File: config.mk
export PLATFORM = sky130hd
export DESIGN_NAME = trvg_div_cell
export DESIGN_NICKNAME = d
export VERILOG_FILES = /design/src/sv/trvg_pkg.sv /design/src/sv/trvg_div_cell.sv
export SDC_FILE = /design/constraint.sdc
export NUM_CORES = 1
export LEC_CHECK = 0
export BUFFER_PORTS_ARGS = -buffer_cell sky130_fd_sc_hd__buf_2
export CAP_MARGIN = 10
export CORE_ASPECT_RATIO = 1.2
export CORE_MARGIN = 1.5
export CORE_UTILIZATION = 54
export DETAILED_ROUTE_END_ITERATION = 6
export GPL_TIMING_DRIVEN = 0
export PLACE_DENSITY = 0.9
export SYNTH_ARGS = -nofsm -noshare
export SYNTH_HDL_FRONTEND = slang
export SYNTH_SLANG_ARGS = --single-unit
File: constraint.sdc
create_clock -name clk -period 4.3 [get_ports clk]
set_input_delay 0.215 -clock clk [delete_from_list [all_inputs] [get_ports clk]]
set_output_delay 0.215 -clock clk [all_outputs]
set_load 0.1 [all_outputs]
File: src/sv/trvg_pkg.sv
// ----------------------------------------------------------------------------
// trvg_pkg
// Shared types, constants and tables of the tube ring vertex generator.
// ----------------------------------------------------------------------------
`timescale 1ns / 1ps
`default_nettype none

package trvg_pkg;

    // Largest legal segment count.
    localparam int MAX_SEGMENTS = 64;

    // Register indexes of the configuration port.
    localparam logic [2:0] REG_SEGMENTS     = 3'd0;
    localparam logic [2:0] REG_START_AXIAL  = 3'd1;
    localparam logic [2:0] REG_START_RADIUS = 3'd2;
    localparam logic [2:0] REG_END_AXIAL    = 3'd3;
    localparam logic [2:0] REG_END_RADIUS   = 3'd4;
    localparam logic [2:0] REG_CENTRE_2ND   = 3'd5;
    localparam logic [2:0] REG_CENTRE_3RD   = 3'd6;
    localparam logic [2:0] REG_AXIS         = 3'd7;

    // Axis permutation codes; every other code acts as the first axis.
    localparam logic [1:0] AXIS_SECOND = 2'd2;
    localparam logic [1:0] AXIS_THIRD  = 2'd3;

    // Chain lengths.
    localparam int PHASE_STEPS  = 25;
    localparam int RATIO_STEPS  = 14;
    localparam int SQRT_STEPS   = 29;
    localparam int CORDIC_STEPS = 19;

    // Gain-compensated CORDIC start value, Q2.28.
    localparam logic signed [31:0] CORDIC_START = 32'sd163008219;

    // One restoring division step: remainder, shifting dividend/quotient, divisor.
    typedef struct packed {
        logic [29:0] rem;
        logic [24:0] acc;
        logic [29:0] dvs;
    } div_t;

    // One square root digit step.
    typedef struct packed {
        logic [29:0] rem;
        logic [28:0] root;
        logic [57:0] rad;
    } sqrt_t;

    // One CORDIC rotation step, with the quadrant carried alongside.
    typedef struct packed {
        logic signed [31:0] x;
        logic signed [31:0] y;
        logic signed [24:0] z;
        logic [1:0]         quad;
    } cordic_t;

    // Arctangent of 2^-i in units of 2^-24 turn.
    function automatic logic signed [24:0] cordic_atan(input logic [4:0] step);
        logic signed [24:0] a;
        case (step)
            5'd0:    a = 25'sd2097152;
            5'd1:    a = 25'sd1238021;
            5'd2:    a = 25'sd654136;
            5'd3:    a = 25'sd332050;
            5'd4:    a = 25'sd166669;
            5'd5:    a = 25'sd83416;
            5'd6:    a = 25'sd41718;
            5'd7:    a = 25'sd20860;
            5'd8:    a = 25'sd10430;
            5'd9:    a = 25'sd5215;
            5'd10:   a = 25'sd2608;
            5'd11:   a = 25'sd1304;
            5'd12:   a = 25'sd652;
            5'd13:   a = 25'sd326;
            5'd14:   a = 25'sd163;
            5'd15:   a = 25'sd81;
            5'd16:   a = 25'sd41;
            5'd17:   a = 25'sd20;
            5'd18:   a = 25'sd10;
            default: a = 25'sd0;
        endcase
        return a;
    endfunction

endpackage

`default_nettype wire

File: src/sv/trvg_div_cell.sv
// ----------------------------------------------------------------------------
// trvg_div_cell
// One restoring division step: produces one quotient bit per cycle while en is high.
// ----------------------------------------------------------------------------
`timescale 1ns / 1ps
`default_nettype none

module trvg_div_cell (
    input  wire logic          clk,
    input  wire logic          en,
    input  wire trvg_pkg::div_t d_in,
    output trvg_pkg::div_t     d_out
);
    import trvg_pkg::*;

    logic [30:0] shifted;
    logic        ge;
    logic [30:0] diff;
    div_t        step_next;
    div_t        step_reg;

    // Bring in the next dividend bit and try to subtract the divisor.
    always_comb
    begin
        shifted   = {d_in.rem, d_in.acc[24]};
        ge        = shifted >= {1'b0, d_in.dvs};
        diff      = shifted - {1'b0, d_in.dvs};
        step_next.rem = ge ? diff[29:0] : shifted[29:0];
        step_next.acc = {d_in.acc[23:0], ge};
        step_next.dvs = d_in.dvs;
    end

    always_ff @(posedge clk)
    begin
        if (en)
        begin
            step_reg <= step_next;
        end
    end

    assign d_out = step_reg;

endmodule

`default_nettype wire

==> impl_metrics.ini <==
[synthesis]
synth_cell_type_count = 46
synth-compound-area-share = 0.125
synth_mux_area_frac = 0.0652
syn_nets = 501
synth_area_per_cell_sq_um = 12.1
synth_top_family_by_area = compound AO/OA/AOI/OAI gates
synth_xor_area_frac = 0.0490
netlist_area_sq_mm = 0.00464
yosys.area_share.simple = 0.0824
synth-async-reset-ratio = 0
ys_ff_latch = 85
synthTopCellsByArea = edfxtp_1 (55%), ha_1 (8.1%), mux2_2 (6.3%)
synth_top_area_frac = 0.550
ys.flop_type = edfxtp_1
synth_edf_count = 85
synth_top_cell_by_area = edfxtp_1
yosys_warnings = 0
post-synth-top-count-cell = edfxtp_1
synthTopCellsByCount = edfxtp_1 (85), inv_1 (41), ha_1 (30)
syn_inst = 383
synth_fa_ha_area_frac = 0.0851
ys_seq_area_frac = 0.550

[min_path]
holdPathEnd = d_out[33]
holdPathStages = 1
min_from = d_in[32]
hold_class = in2reg

[placement]
place.gp.congestion = 0.938
io_buffer_count = 171
dpl_worst_slack_ps = 1320
dpl_cell_area_sq_mm = 0.00567
dp_hpwl_mm = 8.67

[sta]
fin_ws_ps = 1660
drv_slew = 0
fin_crit_sh = 0.614
fin_hold_ws_ps = 28.7
period_needed_ps = 2640
setup_tns_ps = 0
maxSlewHeadroom = 0.654
setup_violations = 0
max_freq_ghz = 0.379
rsz0062_at_grt = no
hold_viol = 0
worst_slew_pin_slew_ps = 505

[drt]
first_pass_iters = 6
ant_nets = 0
wl_per_cell_um = 16.3
vias = 3739
viasPerCell = 5.46
drt_drc_violations_left = 0
drt-initial-drc-count = 174
drt_wl_total_mm = 11.2

[critical_path]
path_max_fanout = 2
arrival_ps = 2750
critPathBufInv = 1
crit_chain = buf_2 > ha_1 > fa_1 > nand2b_1 > a2111oi_2 > nor2_1 > o21ai_1 > a31oi_1 > o21ai_0 > xor2_1 > mux2_2
cpLargestDelayFamily = compound AO/OA/AOI/OAI gates
worstSetupEndpointType = flip-flop
critical-path-slowest-cell = a2111oi_2
start_kind = primary input
critical_path_required_ps = 4410
critPathKind = in2reg
critPathMaxStageDelay_ps = 440

[pwr]
power_w = 0.00269
cellLeakagePower_nw = 2.65
powerDensity_mw_per_mm2 = 460
vdd_drop_max_mv = 0.221

[grt]
grtUsageTotal = 0.244
grt_pass1_wl_mm = 17.2
grt_pass1_vias = 3797
grt_max_degree = 56
antenna_found_initial = 0
grt_remaining_overflow = 0

[cts]
post_cts_resized = 0
cts_root_buf = clkbuf_8
clkTransAtPathRegs_ps = 90
h-tree-depth = 3
cts_buffer_depth = 2
cts.sinks = 85
cts_hold_buf = 0
cts_setup_buffers = 0
cts_buffers = 9
tritoncts = yes

[cells_and_area]
diodes = 0
fin_area_sq_mm = 0.00585
drive_gt1_frac = 0.391
fin_nets = 684
largest_register_ffs = 85
area_growth_pct = 25.9

[die]
die_y_um = 105
rows = 36
io_pins = 172
fp.coreArea_sq_mm = 0.00824
start_util = 0.563
fp.dieArea_sq_mm = 0.00917
dieWidth_um = 87.7

[run_status]
status = finished clean

[run]
maxCapViolCount = 0
## logic make-up (layout without fill, tap and decap cells)
kind of cell	count (synthesis)	count (layout)
AOI/OAI and AO/OA	88	88
DFF	85	85
and+or+nand+nor	78	78
buffers and inverters	48	236
adders and majority gates	31	31
muxes	27	27
xor gates and xnor gates	26	26
## placed cells by master, fill, tap and decap left out, types with 16 or more instances in the layout
master,count
buf_2,170
edfxtp_1,85
inv_1,41
ha_1,30
a21oi_1,27
mux2_2,26
nand2_1,18
nor2_1,18
a21o_1,17
o21ai_0,16
xnor2_1,16
## power breakdown
part / internal, W / switching [W] / total (W)
clock network: 0.000211 / 0.000296 / 0.000506
logic: 0.000247 / 0.000890 / 0.00114
registers: 0.00102 / 0.0000210 / 0.00104
## per-layer routing
layer / GRT usage / wire [um] / up-vias
li1: - / - / 1790
met1: 0.265 / 4240 / 1738
met2: 0.449 / 5890 / 192
met3: 0.0592 / 825 / 19
met4: 0.0839 / 232 / 0
met5: 0 / 0 / -
## per-stage QoR
stage	utilization	cells
after floorplan	-	383
after global placement	0.685	668
after detailed placement	0.688	669
after CTS	0.709	685
after global routing	0.709	685
final	0.709	685
## worst max path at each step
stage	start	cells past startpoint	to	slack (ps)
2_1_floorplan	d_in[54]	11	d_out[69]	1710
3_3_place_gp	d_in[0]	11	d_out[69]	1330
6_report	d_in[0]	11	d_out[69]	1660
5_1_grt	d_in[0]	11	d_out[69]	1540
4_1_cts	d_in[0]	11	d_out[69]	1680
3_5_place_dp	d_in[0]	11	d_out[69]	1320
## final cells by class
class | instances | area [sq um]
Inverter | 41 | 154
Multi-Input combinational cell | 250 | 1890
Tap cell | 114 | 143
Clock inverter | 7 | 48.8
Fill cell | 588 | 2400
Timing Repair Buffer | 172 | 886
Sequential cell | 85 | 2550
Buffer | 7 | 48.8
Clock buffer | 9 | 124
No activity file was read; power rests on OpenSTA's default activity.
