--- config.mk ---
export PLATFORM = sky130hd
export DESIGN_NAME = trvg_sqrt_cell
export DESIGN_NICKNAME = d
export VERILOG_FILES = /design/src/sv/trvg_pkg.sv /design/src/sv/trvg_sqrt_cell.sv
export SDC_FILE = /design/constraint.sdc
export NUM_CORES = 1
export LEC_CHECK = 0
export ABC_AREA = 1
export BUFFER_PORTS_ARGS = -buffer_cell sky130_fd_sc_hd__buf_2
export CAP_MARGIN = 30
export CORE_MARGIN = 5
export CORE_UTILIZATION = 40
export DETAILED_ROUTE_END_ITERATION = 8
export HOLD_SLACK_MARGIN = 0.1
export PLACE_DENSITY = 0.67
export REMOVE_ABC_BUFFERS = 1
export SLEW_MARGIN = 10
export SYNTH_ARGS = -nofsm -noshare
export SYNTH_HDL_FRONTEND = slang
export SYNTH_SLANG_ARGS = --single-unit
--- constraint.sdc ---
create_clock -name clk -period 2.9 [get_ports clk]
set_input_delay 0.725 -clock clk [delete_from_list [all_inputs] [get_ports clk]]
set_output_delay 0.725 -clock clk [all_outputs]
set_load 0.02 [all_outputs]
--- src/sv/trvg_pkg.sv ---
// ----------------------------------------------------------------------------
// trvg_pkg
// Shared types, constants and tables of the tube ring vertex generator.
// ----------------------------------------------------------------------------
`timescale 1ns / 1ps
`default_nettype none

package trvg_pkg;

    // Largest legal segment count.
    localparam int MAX_SEGMENTS = 64;

    // Register indexes of the configuration port.
    localparam logic [2:0] REG_SEGMENTS     = 3'd0;
    localparam logic [2:0] REG_START_AXIAL  = 3'd1;
    localparam logic [2:0] REG_START_RADIUS = 3'd2;
    localparam logic [2:0] REG_END_AXIAL    = 3'd3;
    localparam logic [2:0] REG_END_RADIUS   = 3'd4;
    localparam logic [2:0] REG_CENTRE_2ND   = 3'd5;
    localparam logic [2:0] REG_CENTRE_3RD   = 3'd6;
    localparam logic [2:0] REG_AXIS         = 3'd7;

    // Axis permutation codes; every other code acts as the first axis.
    localparam logic [1:0] AXIS_SECOND = 2'd2;
    localparam logic [1:0] AXIS_THIRD  = 2'd3;

    // Chain lengths.
    localparam int PHASE_STEPS  = 25;
    localparam int RATIO_STEPS  = 14;
    localparam int SQRT_STEPS   = 29;
    localparam int CORDIC_STEPS = 19;

    // Gain-compensated CORDIC start value, Q2.28.
    localparam logic signed [31:0] CORDIC_START = 32'sd163008219;

    // One restoring division step: remainder, shifting dividend/quotient, divisor.
    typedef struct packed {
        logic [29:0] rem;
        logic [24:0] acc;
        logic [29:0] dvs;
    } div_t;

    // One square root digit step.
    typedef struct packed {
        logic [29:0] rem;
        logic [28:0] root;
        logic [57:0] rad;
    } sqrt_t;

    // One CORDIC rotation step, with the quadrant carried alongside.
    typedef struct packed {
        logic signed [31:0] x;
        logic signed [31:0] y;
        logic signed [24:0] z;
        logic [1:0]         quad;
    } cordic_t;

    // Arctangent of 2^-i in units of 2^-24 turn.
    function automatic logic signed [24:0] cordic_atan(input logic [4:0] step);
        logic signed [24:0] a;
        case (step)
            5'd0:    a = 25'sd2097152;
            5'd1:    a = 25'sd1238021;
            5'd2:    a = 25'sd654136;
            5'd3:    a = 25'sd332050;
            5'd4:    a = 25'sd166669;
            5'd5:    a = 25'sd83416;
            5'd6:    a = 25'sd41718;
            5'd7:    a = 25'sd20860;
            5'd8:    a = 25'sd10430;
            5'd9:    a = 25'sd5215;
            5'd10:   a = 25'sd2608;
            5'd11:   a = 25'sd1304;
            5'd12:   a = 25'sd652;
            5'd13:   a = 25'sd326;
            5'd14:   a = 25'sd163;
            5'd15:   a = 25'sd81;
            5'd16:   a = 25'sd41;
            5'd17:   a = 25'sd20;
            5'd18:   a = 25'sd10;
            default: a = 25'sd0;
        endcase
        return a;
    endfunction

endpackage

`default_nettype wire

--- src/sv/trvg_sqrt_cell.sv ---
// ----------------------------------------------------------------------------
// trvg_sqrt_cell
// One digit step of a restoring integer square root.
// ----------------------------------------------------------------------------
`timescale 1ns / 1ps
`default_nettype none

module trvg_sqrt_cell (
    input  wire logic           clk,
    input  wire logic           en,
    input  wire trvg_pkg::sqrt_t d_in,
    output trvg_pkg::sqrt_t     d_out
);
    import trvg_pkg::*;

    logic [31:0] trial_a;
    logic [31:0] trial_b;
    logic [31:0] diff;
    logic        ge;
    sqrt_t       step_next;
    sqrt_t       step_reg;

    // Append two radicand bits and test the next root bit.
    always_comb
    begin
        trial_a = {d_in.rem, d_in.rad[57:56]};
        trial_b = {1'b0, d_in.root, 2'b01};
        ge      = trial_a >= trial_b;
        diff    = trial_a - trial_b;
        step_next.rem  = ge ? diff[29:0] : trial_a[29:0];
        step_next.root = {d_in.root[27:0], ge};
        step_next.rad  = {d_in.rad[55:0], 2'b00};
    end

    always_ff @(posedge clk)
    begin
        if (en)
        begin
            step_reg <= step_next;
        end
    end

    assign d_out = step_reg;

endmodule

`default_nettype wire

==> impl_results.md <==
* Largest net degree at the start of global routing at 41
* Max reg flops at around 120
* P per Cell Area at approximately 630 nW/um2
* Cell taking the most area after synthesis: edfxtp_1
* First-pass GRT wire length at ~26000 um
* Fin worst setup slack at around 0.58 ns
* Worst Path Class, Setup: in -> reg
* Final #Nets at ~1.1k
* Non-filler instance count after layout at about 1.2k
* PortBufs at between 200 and 250
* Post-synthesis sequential area ratio at 0.551
* Leak at 4.39 nW
* DR pass1 iterations at 5
* DR iter-0 viols at 278
* Hold buffers post-CTS at 0
* Cell with the most instances after synthesis: nand2_1
* Die Width at 135 um
* Routed len/inst at about 14 um
* Share of cells above drive strength 1 at 0.289
* Die area at about 18000 um2
* Worst-path clk slew at ~0.060 ns
* Postcts setup bufs at 0
* Via count at 5373
* Status: completed
* Sw Pwr at around 0.0015 W
* Critical path buffer and inverter count at 5
* Area taken by multi-input logic gates at 2230 um2
* CTS root buf: clkbuf_16
* CP delay by family, top: simple AND/OR/NAND/NOR gates
* Worst vdd ir at about 0.37 mV
* Number of synthesized flops with an enable pin at around 120
* Total track usage at 0.185
* Distinct cells, synth at 28
* Top cell type's share of synthesized area at 0.551
* Tmin final at between 2 and 2.5 ns
* Setup TNS at 0 ns
* FF/Latch Area at about 3500 um2
* Max-slew violations at 0
* FP Rows at 45
* Critical Path AT at around 2.5 ns
* HP Class: in -> reg
* Vias in the first global route at about 5.3k
* GRT overflow at 0
* Net Sw Frac at 0.289
* Core ar. at about 15000 um2
* Cts bufs inserted at 17
* Synth Instances at between 700 and 800
* Clock tree buffer depth at 2
* Placed Instances at about 1.2k
* Endpoints failing hold at 0
* Clock power share at 0.405
* WL final at 17400 um
* CP Capture Type: register
* Post-DR vias/cell at ~4.5
* Die Y at 135 um
* Worst path slowest cell: ha_1
* Post-synth top cells: nand2_1 (283), inv_1 (137), edfxtp_1 (115)
* Gpl congestion at just over 0.9
* Synth Cell Area at roughly 6300 um2
* Yosys reg bits at ~120
* Top FF cell, synth: edfxtp_1
* Async SR Flop Fraction at 0
* Final core utilization at 0.549
* CP required at around 3 ns
* Max stage delay on crit path at 0.33 ns
* Cts repair resizes at 0
* Internal power consumption at 0.00376 W
* CTS tree: yes
* Clock sink count at 115
* Initial antenna violation count at 0
* Most used cell along the critical path: nand2_1
* Final setup fails at 0
* Final ANT Viol Nets at 0
* Combinational Power Share at 0.205
* Num ports at 236
* Placed wire-length estimate at ~14000 um
* DR DRC count at 0
* Synth Warn # at 0
* Worst hold margin at 0.483 ns
* Area grow syn2layout at 33.9%
* Starting Density at 0.410
* ANT cells at 0
* Seq pwr share at 0.390
* Unrepaired setup endpoints after global routing: no
* Setup WS pre-CTS at between 0.15 and 0.2 ns
* Final worst path period share at 0.801
* Type of origin of the critical path: primary input
* Crit-path max FO at 20
* MaxCap Viol Count at 0
* Avg Inst Size Synth at approximately 8.7 um2
* Fmax at between 400 and 500 MHz
* H-tree depth at 4
* Crit-path cells: buf_2 -> inv_1 -> ha_1 -> nand2_1 -> nor2_1 -> inv_1 -> nor2_4 -> nand2_1 -> nand3_1 -> nand2_2 -> nand2_4 -> inv_2 -> buf_12 -> nand2_1 -> nand2_1
* FILL cells at roughly 1.4k
* Main area contributors after synthesis: edfxtp_1 (55%), nand2_1 (17%), inv_1 (8.2%)
-- power groups by stage --
| stage | clock [W] | combinational, W | sequential [W] |
|---|---|---|---|
| final | 0.00214 | 0.00108 | 0.00206 |
| after global routing | 0.00227 | 0.00120 | 0.00208 |
| after CTS | 0.00218 | 0.00110 | 0.00207 |
| after detailed placement | 0 | 0.00109 | 0.00210 |
| after global placement | 0 | 0.00109 | 0.00210 |
| after floorplan | 0 | 0.000435 | 0.00232 |
-- path summary, 6_finish.rpt --
check                    start    endpoint  slack, ns  depth (start not counted)
worst min-delay path  d_in[29]   d_out[31]       0.48                          1
worst max-delay path  d_in[67]  d_out[107]       0.58                         15
-- layer usage --
metal,part of all wire,global-route usage
met1,0.42,0.228
met2,0.48,0.315
met3,0.076,0.0492
met4,0.021,0.0649
met5,0,0
-- logic make-up (layout without fill, tap and decap cells) --
kind of cell | after synthesis | count (layout) | synth area share
adder cells (fa/ha/maj) | 31 | 31 | 0.0619
buffers and inverters | 147 | 415 | 0.0925
flip-flops | 115 | 115 | 0.551
AND/OR/NAND/NOR | 391 | 391 | 0.256
XOR/XNOR | 13 | 13 | 0.0182
other | 1 | 2 | 0.000599
AO/OA/AOI/OAI | 23 | 23 | 0.0198
-- layout make-up --
class                      count  area share
inverter                     139      0.0622
clock inverter                14      0.0216
multi-input combinational    460       0.266
timing repair buffer         244       0.155
sequential                   115       0.412
tap                          211      0.0315
clock buffer                  18      0.0512
-- stage by stage --
step                power, W  cell area [um2]
floorplan            0.00275             6210
global placement     0.00319             7770
detailed placement   0.00319             7770
CTS                  0.00535             8380
global route         0.00555             8380
finish               0.00529             8380
-- cells in the final DEF (no fill, tap or decap), drive strengths merged --
cell / count
clkinvlp: 2
clkinv: 7
nand2: 286
ha: 31
nand4: 6
buf: 244
nand3b: 5
nor3: 3
nor2: 47
o21ai: 4
or2: 2
nand3: 40
inv: 141
xor2: 13
o21bai: 1
a21oi: 17
a21o: 1
and2: 2
bufinv: 3
clkbuf: 18
conb: 2
edfxtp: 115
Note: power is estimated with default switching activity, not from simulation.
