**config.mk**
```make
export PLATFORM = sky130hd
export DESIGN_NAME = trvg_cordic_cell
export DESIGN_NICKNAME = d
export VERILOG_FILES = /design/src/sv/trvg_pkg.sv /design/src/sv/trvg_cordic_cell.sv
export SDC_FILE = /design/constraint.sdc
export NUM_CORES = 1
export LEC_CHECK = 0
export BUFFER_PORTS_ARGS = -buffer_cell sky130_fd_sc_hd__buf_2
export CAP_MARGIN = 30
export CELL_PAD_IN_SITES_DETAIL_PLACEMENT = 0
export CELL_PAD_IN_SITES_GLOBAL_PLACEMENT = 1
export CORE_ASPECT_RATIO = 1.4
export CORE_MARGIN = 1.5
export CORE_UTILIZATION = 41
export DETAILED_ROUTE_END_ITERATION = 6
export PLACE_DENSITY_LB_ADDON = 0.25
export SETUP_SLACK_MARGIN = 0.5
export SLEW_MARGIN = 20
export SYNTH_ARGS = -nofsm -noshare
export SYNTH_HDL_FRONTEND = slang
export SYNTH_SLANG_ARGS = --single-unit
export TNS_END_PERCENT = 1
```
**constraint.sdc**
```tcl
create_clock -name clk -period 8.3 [get_ports clk]
set_input_delay 1.66 -clock clk [delete_from_list [all_inputs] [get_ports clk]]
set_output_delay 1.66 -clock clk [all_outputs]
set_load 0.005 [all_outputs]
```
**src/sv/trvg_pkg.sv**
```systemverilog
// ----------------------------------------------------------------------------
// trvg_pkg
// Shared types, constants and tables of the tube ring vertex generator.
// ----------------------------------------------------------------------------
`timescale 1ns / 1ps
`default_nettype none

package trvg_pkg;

    // Largest legal segment count.
    localparam int MAX_SEGMENTS = 64;

    // Register indexes of the configuration port.
    localparam logic [2:0] REG_SEGMENTS     = 3'd0;
    localparam logic [2:0] REG_START_AXIAL  = 3'd1;
    localparam logic [2:0] REG_START_RADIUS = 3'd2;
    localparam logic [2:0] REG_END_AXIAL    = 3'd3;
    localparam logic [2:0] REG_END_RADIUS   = 3'd4;
    localparam logic [2:0] REG_CENTRE_2ND   = 3'd5;
    localparam logic [2:0] REG_CENTRE_3RD   = 3'd6;
    localparam logic [2:0] REG_AXIS         = 3'd7;

    // Axis permutation codes; every other code acts as the first axis.
    localparam logic [1:0] AXIS_SECOND = 2'd2;
    localparam logic [1:0] AXIS_THIRD  = 2'd3;

    // Chain lengths.
    localparam int PHASE_STEPS  = 25;
    localparam int RATIO_STEPS  = 14;
    localparam int SQRT_STEPS   = 29;
    localparam int CORDIC_STEPS = 19;

    // Gain-compensated CORDIC start value, Q2.28.
    localparam logic signed [31:0] CORDIC_START = 32'sd163008219;

    // One restoring division step: remainder, shifting dividend/quotient, divisor.
    typedef struct packed {
        logic [29:0] rem;
        logic [24:0] acc;
        logic [29:0] dvs;
    } div_t;

    // One square root digit step.
    typedef struct packed {
        logic [29:0] rem;
        logic [28:0] root;
        logic [57:0] rad;
    } sqrt_t;

    // One CORDIC rotation step, with the quadrant carried alongside.
    typedef struct packed {
        logic signed [31:0] x;
        logic signed [31:0] y;
        logic signed [24:0] z;
        logic [1:0]         quad;
    } cordic_t;

    // Arctangent of 2^-i in units of 2^-24 turn.
    function automatic logic signed [24:0] cordic_atan(input logic [4:0] step);
        logic signed [24:0] a;
        case (step)
            5'd0:    a = 25'sd2097152;
            5'd1:    a = 25'sd1238021;
            5'd2:    a = 25'sd654136;
            5'd3:    a = 25'sd332050;
            5'd4:    a = 25'sd166669;
            5'd5:    a = 25'sd83416;
            5'd6:    a = 25'sd41718;
            5'd7:    a = 25'sd20860;
            5'd8:    a = 25'sd10430;
            5'd9:    a = 25'sd5215;
            5'd10:   a = 25'sd2608;
            5'd11:   a = 25'sd1304;
            5'd12:   a = 25'sd652;
            5'd13:   a = 25'sd326;
            5'd14:   a = 25'sd163;
            5'd15:   a = 25'sd81;
            5'd16:   a = 25'sd41;
            5'd17:   a = 25'sd20;
            5'd18:   a = 25'sd10;
            default: a = 25'sd0;
        endcase
        return a;
    endfunction

endpackage

`default_nettype wire

```
**src/sv/trvg_cordic_cell.sv**
```systemverilog
// ----------------------------------------------------------------------------
// trvg_cordic_cell
// One rotation step of the sine/cosine CORDIC.
// ----------------------------------------------------------------------------
`timescale 1ns / 1ps
`default_nettype none

module trvg_cordic_cell (
    input  wire logic             clk,
    input  wire logic             en,
    input  wire logic [4:0]       step,
    input  wire trvg_pkg::cordic_t d_in,
    output trvg_pkg::cordic_t     d_out
);
    import trvg_pkg::*;

    logic signed [31:0] x_sh;
    logic signed [31:0] y_sh;
    logic signed [24:0] ang;
    cordic_t            rot_next;
    cordic_t            rot_reg;

    // Rotate toward zero residual angle.
    always_comb
    begin
        x_sh = d_in.x >>> step;
        y_sh = d_in.y >>> step;
        ang  = cordic_atan(step);
        if (!d_in.z[24])
        begin
            rot_next.x = d_in.x - y_sh;
            rot_next.y = d_in.y + x_sh;
            rot_next.z = d_in.z - ang;
        end
        else
        begin
            rot_next.x = d_in.x + y_sh;
            rot_next.y = d_in.y - x_sh;
            rot_next.z = d_in.z + ang;
        end
        rot_next.quad = d_in.quad;
    end

    always_ff @(posedge clk)
    begin
        if (en)
        begin
            rot_reg <= rot_next;
        end
    end

    assign d_out = rot_reg;

endmodule

`default_nettype wire

```
==> run summary, run 1 <==
LEAKAGE -> 6.67 nW
WHS -> 1450 ps
number of synthesized register bits -> 91
Worst Hold Depth -> 1
EDFF count, synth -> 91
Post-Syn Area -> 0.0136 mm²
DRC errors left -> 0
max cap viols -> 0
most frequent cells in the layout -> buf_2 (185), a21oi_1 (133), nor2_1 (120), nand2_1 (108), ha_1 (103)
switching share of power -> 40.6%
Worst slew margin -> 29.4%
WL per Instance -> 23.2 µm
Die Wd -> 157 µm
CTS tree -> yes
clk buf depth -> 2
Compound-Gate Fraction of Synth Area -> 22.0%
synth-to-layout area growth -> 16.2%
main combinational cell family by area after synthesis -> compound AO/OA/AOI/OAI gates
boundary pin count -> 189
initial antenna violation count -> 0
Largest delay share family, worst path -> compound AO/OA/AOI/OAI gates
GRT Util Overall -> 29.4%
Post-CTS Resized -> 0
sequential-to-total area share from yosys stat -> 20.1%
n_diodes -> 0
row count -> 78
yosys warns -> 0
Worst-Margin Slew -> 1060 ps
grt ovf -> 0
DRT Wirelength -> 50200 µm
status -> complete, no violations
Mapped Nets -> 1697
Worst Path Buf+Inv -> 3
Worst Path Required -> 8450 ps
Synth async-reset ratio -> 0%
fin. max-slew vios -> 0
Max VDD drop -> 0.0923 mV
sequential share of power -> 27.2%
Max stage delay cell, worst path -> buf_2
total CTS buffers -> 9
number of distinct library cells after synthesis -> 89
Synth Instances -> 1493
clk root buf -> clkbuf_16
CP Class -> in2reg
leading post-synthesis cells by cell area -> edfxtp_1 (20%), mux4_2 (11%), ha_1 (9.5%)
Fin. Hold Viols -> 0
main flop type after synthesis -> edfxtp_1
synthesized area per cell -> 9.12 µm²
crit path capture type -> flop
Synth Area in Simple Gates -> 15.2%
crit path launch type -> input pin
Yosys top cell area share -> 20.1%
worst path cell trace -> buf_2 -> clkinv_1 -> buf_12 -> mux4_2 -> a21o_1 -> a22oi_1 -> ha_1 -> and4_1 -> nor3b_2 -> a31oi_1 -> xnor2_1 -> ha_1 -> a21o_1 -> a21o_1 -> a211oi_1 -> o211ai_1 -> a221o_1 -> a41oi_1 -> o21ai_0 -> a221o_1 -> a21oi_1 -> xnor2_1
Worst Hold End -> d_out[0]
Setup-failing EPs final -> 0
post-route minimum period -> 7380 ps
Vias -> 13100
Max Clk Rate -> 0.135 GHz
routed vias/inst -> 6.06
adder-cell area share of the yosys netlist -> 9.91%
slowest stage delay, CP -> 640 ps
Iteration-0 DRC Markers -> 857
global-route wire length before repair -> 75600 µm
max reg flops -> 91
Core Area -> 0.0326 mm²
Clock transition at path regs -> 80 ps
Nets -> 1917
Hold Startpoint -> d_in[0]
final setup TNS -> 0 ps
Switch Pwr -> 1.06 mW
worst-path fanout max -> 38
vias in the first global route -> 12900
XOR/XNOR share of the synthesized area -> 9.84%
RSZ-0062 raised after global routing -> false
commonest non-fill, non-tap cell in the layout -> buf_2
H-Tree Depth -> 3
setup bufs post-CTS -> 0
cell internal pwr -> 1.56 mW
clk sinks -> 91
Worst EP arrival -> 7530 ps
CTS Hold Bufs -> 0
Final GP Congestion -> 0.985
full die area -> 0.0343 mm²
Crit path top cell by count -> a21o_1
Die Y -> 219 µm
Pwr Density -> 166 mW/mm²
layout cells sized above 1 -> 25.6%
Hold Crit Class -> in2reg
Yosys top cell by area -> edfxtp_1
multiplexer share of the synthesized area -> 18.9%
HPWL after detailed placement -> 39800 µm
first-pass iteration count of the detailed router -> 5
IO Port Bufs -> 188
Power, Total -> 2.62 mW
combinational power share -> 57.2%
pin count of the biggest net entering global routing -> 70
remaining antenna violation count -> 0
Initial Utilization -> 41.8%
final clock period utilization by the worst path -> 88.9%
Clk network pwr share -> 15.6%
[cells in the mapped netlist, drive strengths merged, types with 8 or more instances]
master	count
buf	42
and3	16
o211ai	13
nor4	8
mux2i	59
a211oi	26
mux2	37
clkbuf	41
o21bai	17
a31oi	27
xnor2	88
o21ai	61
nand2	108
o22ai	14
a22oi	10
ha	103
and2	15
mux4	69
xor2	65
a21o	46
a21oi	133
nor3	20
edfxtp	91
nor2b	28
o21a	20
nand2b	22
inv	30
nor3b	9
or2	9
nor2	121
nand3	25
[through the flow]
stage                     instances  worst slack (ps)  utilization, %  area [µm²]
after global routing           2158               578            48.5       15800
after CTS                      2158               988            48.5       15800
after floorplan                1493              1220               -       13600
after global placement         2142               682            47.7       15600
final                          2158               917            48.5       15800
after detailed placement       2142               602            47.7       15600
[kinds of logic after synthesis]
kind of cell,count (synthesis)
AOI/OAI and AO/OA,451
xor gates and xnor gates,153
adders and majority gates,106
buffers and inverters,117
DFF,91
muxes,165
and+or+nand+nor,410
[how the worst max path moves through the flow]
stage / from / end / slack (ps) / depth (start not counted)
3_5_place_dp: step[3] / d_out[57] / 600 / 22
5_1_grt: step[3] / d_out[56] / 580 / 23
6_report: step[3] / d_out[57] / 920 / 22
4_1_cts: step[3] / d_out[56] / 990 / 20
2_1_floorplan: step[1] / d_out[26] / 1220 / 26
3_3_place_gp: step[0] / d_out[90] / 680 / 22
[layout make-up]
| cell class | count | area (µm²) |
|---|---|---|
| Fill cell | 3269 | 16800 |
| Clock inverter | 6 | 38.8 |
| Sequential cell | 91 | 2730 |
| Inverter | 34 | 128 |
| Clock buffer | 10 | 229 |
| Multi-Input combinational cell | 1285 | 10300 |
| Timing Repair Buffer | 292 | 1810 |
| Tap cell | 440 | 551 |
[metal layers]
metal,global-route usage [%],share of wire (%),up-vias
met5,0,0,-
met4,17.9,6.2,0
met3,3.03,4.6,119
met2,51.8,50,435
met1,34.0,39,6372
li1,-,-,6146
[power groups by stage]
stage | logic, mW | registers (mW) | clock network (mW)
after floorplan | 0.937 | 0.746 | 0
after global placement | 1.48 | 0.724 | 0
after detailed placement | 1.49 | 0.725 | 0
after CTS | 1.50 | 0.718 | 0.420
after global routing | 1.64 | 0.729 | 0.429
final | 1.50 | 0.715 | 0.409
Note: power is estimated with default switching activity, not from simulation.
==> inputs of run 2 (changes only) <==
CORE_ASPECT_RATIO = unset   (was 1.4)
==> run 2 against run 1 <==
Worst hold slack better by 1.4 ps. Count of clock-buffer cells in the layout down 1. Combinational power about the same. Wire length down 3.6%. Non-clock buffer count up 1. Worst setup slack better by 49 ps. Clock power up 15%. First-iteration DRC count up 31%. Fmax up 0.67%. Utilization up 0.11 points. Sequential share of layout area down 0.052 points. Global-route usage down 1.1 points. Critical path type unchanged.
==> run summary, run 2 (synthesis gave the netlist of run 1 again) <==
Worst-Margin Slew -> 832 ps (was 1060 ps)
n_diodes -> 0 (unchanged)
full die area -> 0.0343 mm² (about the same)
DRT Wirelength -> 48400 µm (was 50200 µm)
final design instance area without fill -> 0.0159 mm² (was 0.0158 mm²)
WHS -> 1450 ps (about the same)
row count -> 66 (was 78)
synth-to-layout area growth -> 16.6% (was 16.2%)
max cap viols -> 0 (unchanged)
post-route core utilization -> 48.6% (was 48.5%)
clk sinks -> 91 (unchanged)
crit path launch type -> input pin (unchanged)
IO Port Bufs -> 188 (unchanged)
CTS tree -> yes (unchanged)
pin count of the biggest net entering global routing -> 53 (was 70)
commonest non-fill, non-tap cell in the layout -> buf_2 (unchanged)
Max stage delay cell, worst path -> clkinv_1 (was buf_2)
global-route wire length before repair -> 73600 µm (was 75600 µm)
remaining antenna violation count -> 0 (unchanged)
max reg flops -> 91 (unchanged)
final setup TNS -> 0 ps (unchanged)
post-route minimum period -> 7330 ps (was 7380 ps)
Core Area -> 0.0326 mm² (about the same)
placed cell area -> 0.0155 mm² (was 0.0156 mm²)
clk root buf -> clkbuf_16 (unchanged)
Iteration-0 DRC Markers -> 1126 (was 857)
Power, Total -> 2.67 mW (was 2.62 mW)
CP Class -> in2reg (unchanged)
CTS Hold Bufs -> 0 (unchanged)
layout cells sized above 1 -> 25.8% (was 25.6%)
GRT Util Overall -> 28.3% (was 29.4%)
Worst EP arrival -> 7470 ps (was 7530 ps)
HPWL after detailed placement -> 38000 µm (was 39800 µm)
Max Clk Rate -> 0.136 GHz (was 0.135 GHz)
WL per Instance -> 22.4 µm (was 23.2 µm)
status -> complete, no violations (unchanged)
most frequent cells in the layout -> buf_2 (185), a21oi_1 (133), nor2_1 (121), nand2_1 (108), buf_4 (104) (was buf_2 (185), a21oi_1 (133), nor2_1 (120), nand2_1 (108), ha_1 (103))
Initial Utilization -> 41.7% (was 41.8%)
worst-path fanout max -> 50 (was 38)
grt ovf -> 0 (unchanged)
slowest stage delay, CP -> 610 ps (was 640 ps)
boundary pin count -> 189 (unchanged)
routed vias/inst -> 6.11 (was 6.06)
worst path cell trace -> buf_4 -> clkinv_1 -> buf_4 -> nand2_1 -> a21oi_1 -> nor2_1 -> ha_1 -> nand2b_1 -> nor4b_2 -> nor2b_1 -> o2111ai_1 -> nor2b_1 -> xnor2_1 -> ha_1 -> and3_1 -> nand3_1 -> or2_2 -> nor3_1 -> nor3_1 -> a211oi_1 -> o211ai_1 -> nand2_1 -> a21oi_1 -> xnor2_1 (was buf_2 -> clkinv_1 -> buf_12 -> mux4_2 -> a21o_1 -> a22oi_1 -> ha_1 -> and4_1 -> nor3b_2 -> a31oi_1 -> xnor2_1 -> ha_1 -> a21o_1 -> a21o_1 -> a211oi_1 -> o211ai_1 -> a221o_1 -> a41oi_1 -> o21ai_0 -> a221o_1 -> a21oi_1 -> xnor2_1)
vias in the first global route -> 12300 (was 12900)
Setup-failing EPs final -> 0 (unchanged)
Final GP Congestion -> 0.968 (was 0.985)
H-Tree Depth -> 3 (unchanged)
LEAKAGE -> 6.68 nW (was 6.67 nW)
first-pass iteration count of the detailed router -> 5 (unchanged)
Die Y -> 185 µm (was 219 µm)
Vias -> 13200 (was 13100)
Worst Path Required -> 8440 ps (was 8450 ps)
initial antenna violation count -> 1 (was 0)
RSZ-0062 raised after global routing -> false (unchanged)
clk buf depth -> 2 (unchanged)
final clock period utilization by the worst path -> 88.4% (was 88.9%)
Fin. Hold Viols -> 0 (unchanged)
crit path capture type -> flop (unchanged)
Hold Crit Class -> in2reg (unchanged)
Worst slew margin -> 44.3% (was 29.4%)
Nets -> 1918 (was 1917)
Clock transition at path regs -> 70 ps (was 80 ps)
DRC errors left -> 0 (unchanged)
total CTS buffers -> 9 (unchanged)
Worst Path Buf+Inv -> 3 (unchanged)
fin. max-slew vios -> 0 (unchanged)
Max VDD drop -> 0.102 mV (was 0.0923 mV)
Pwr Density -> 168 mW/mm² (was 166 mW/mm²)
Largest delay share family, worst path -> simple AND/OR/NAND/NOR gates (was compound AO/OA/AOI/OAI gates)
Die Wd -> 185 µm (was 157 µm)
run 2: cell types whose count changed in the layout (fill, tap and decap cells not counted), moves of 2 or more:
cell        before  now
bufinv_16        0    2
clkinv_2         2    0
buf_4          100  104
clkinvlp_4       1    3
buf_12           6    4
run 2: what timing repair did:
action                                  4_1_cts  5_1_grt
setup buffers                                 0        0
endpoints found under the setup margin        0        2
gates resized for setup                       0        4
run 2: per-layer routing:
metal / vias up / global-route usage [%] / share of wire, % / wire length [µm]
met5: - / 0 / 0 / 0
met4: 0 / 10.4 / 3.0 / 1440
met3: 73 / 3.93 / 6.1 / 2930
met2: 579 / 46.1 / 47 / 22700
met1: 6405 / 38.1 / 44 / 21300
li1: 6154 / - / - / -
run 2: worst paths after layout:
path	from	endpoint	slack [ps]	depth (start not counted)
worst max-delay path	step[2]	d_out[26]	970	24
worst min-delay path	d_in[1]	d_out[1]	1450	1
run 2: metrics by stage:
step / cells / setup WS (ps)
CTS: 2161 / 862
global route: 2161 / 521
floorplan: 1493 / 1220
finish: 2161 / 966
detailed placement: 2145 / 464
global placement: 2145 / 444
run 2: area by class of cell:
cell class	count	area, µm²
fill	3144	16800
multi-input combinational	1285	10300
sequential	91	2730
timing repair buffer	293	1790
tap	442	553
clock buffer	9	225
inverter	34	128
clock inverter	7	100
run 2: report_power, final:
group          total (mW)  internal [mW]  switching (mW)
logic                1.49          0.672           0.817
registers           0.715          0.687          0.0280
clock network       0.469          0.266           0.203
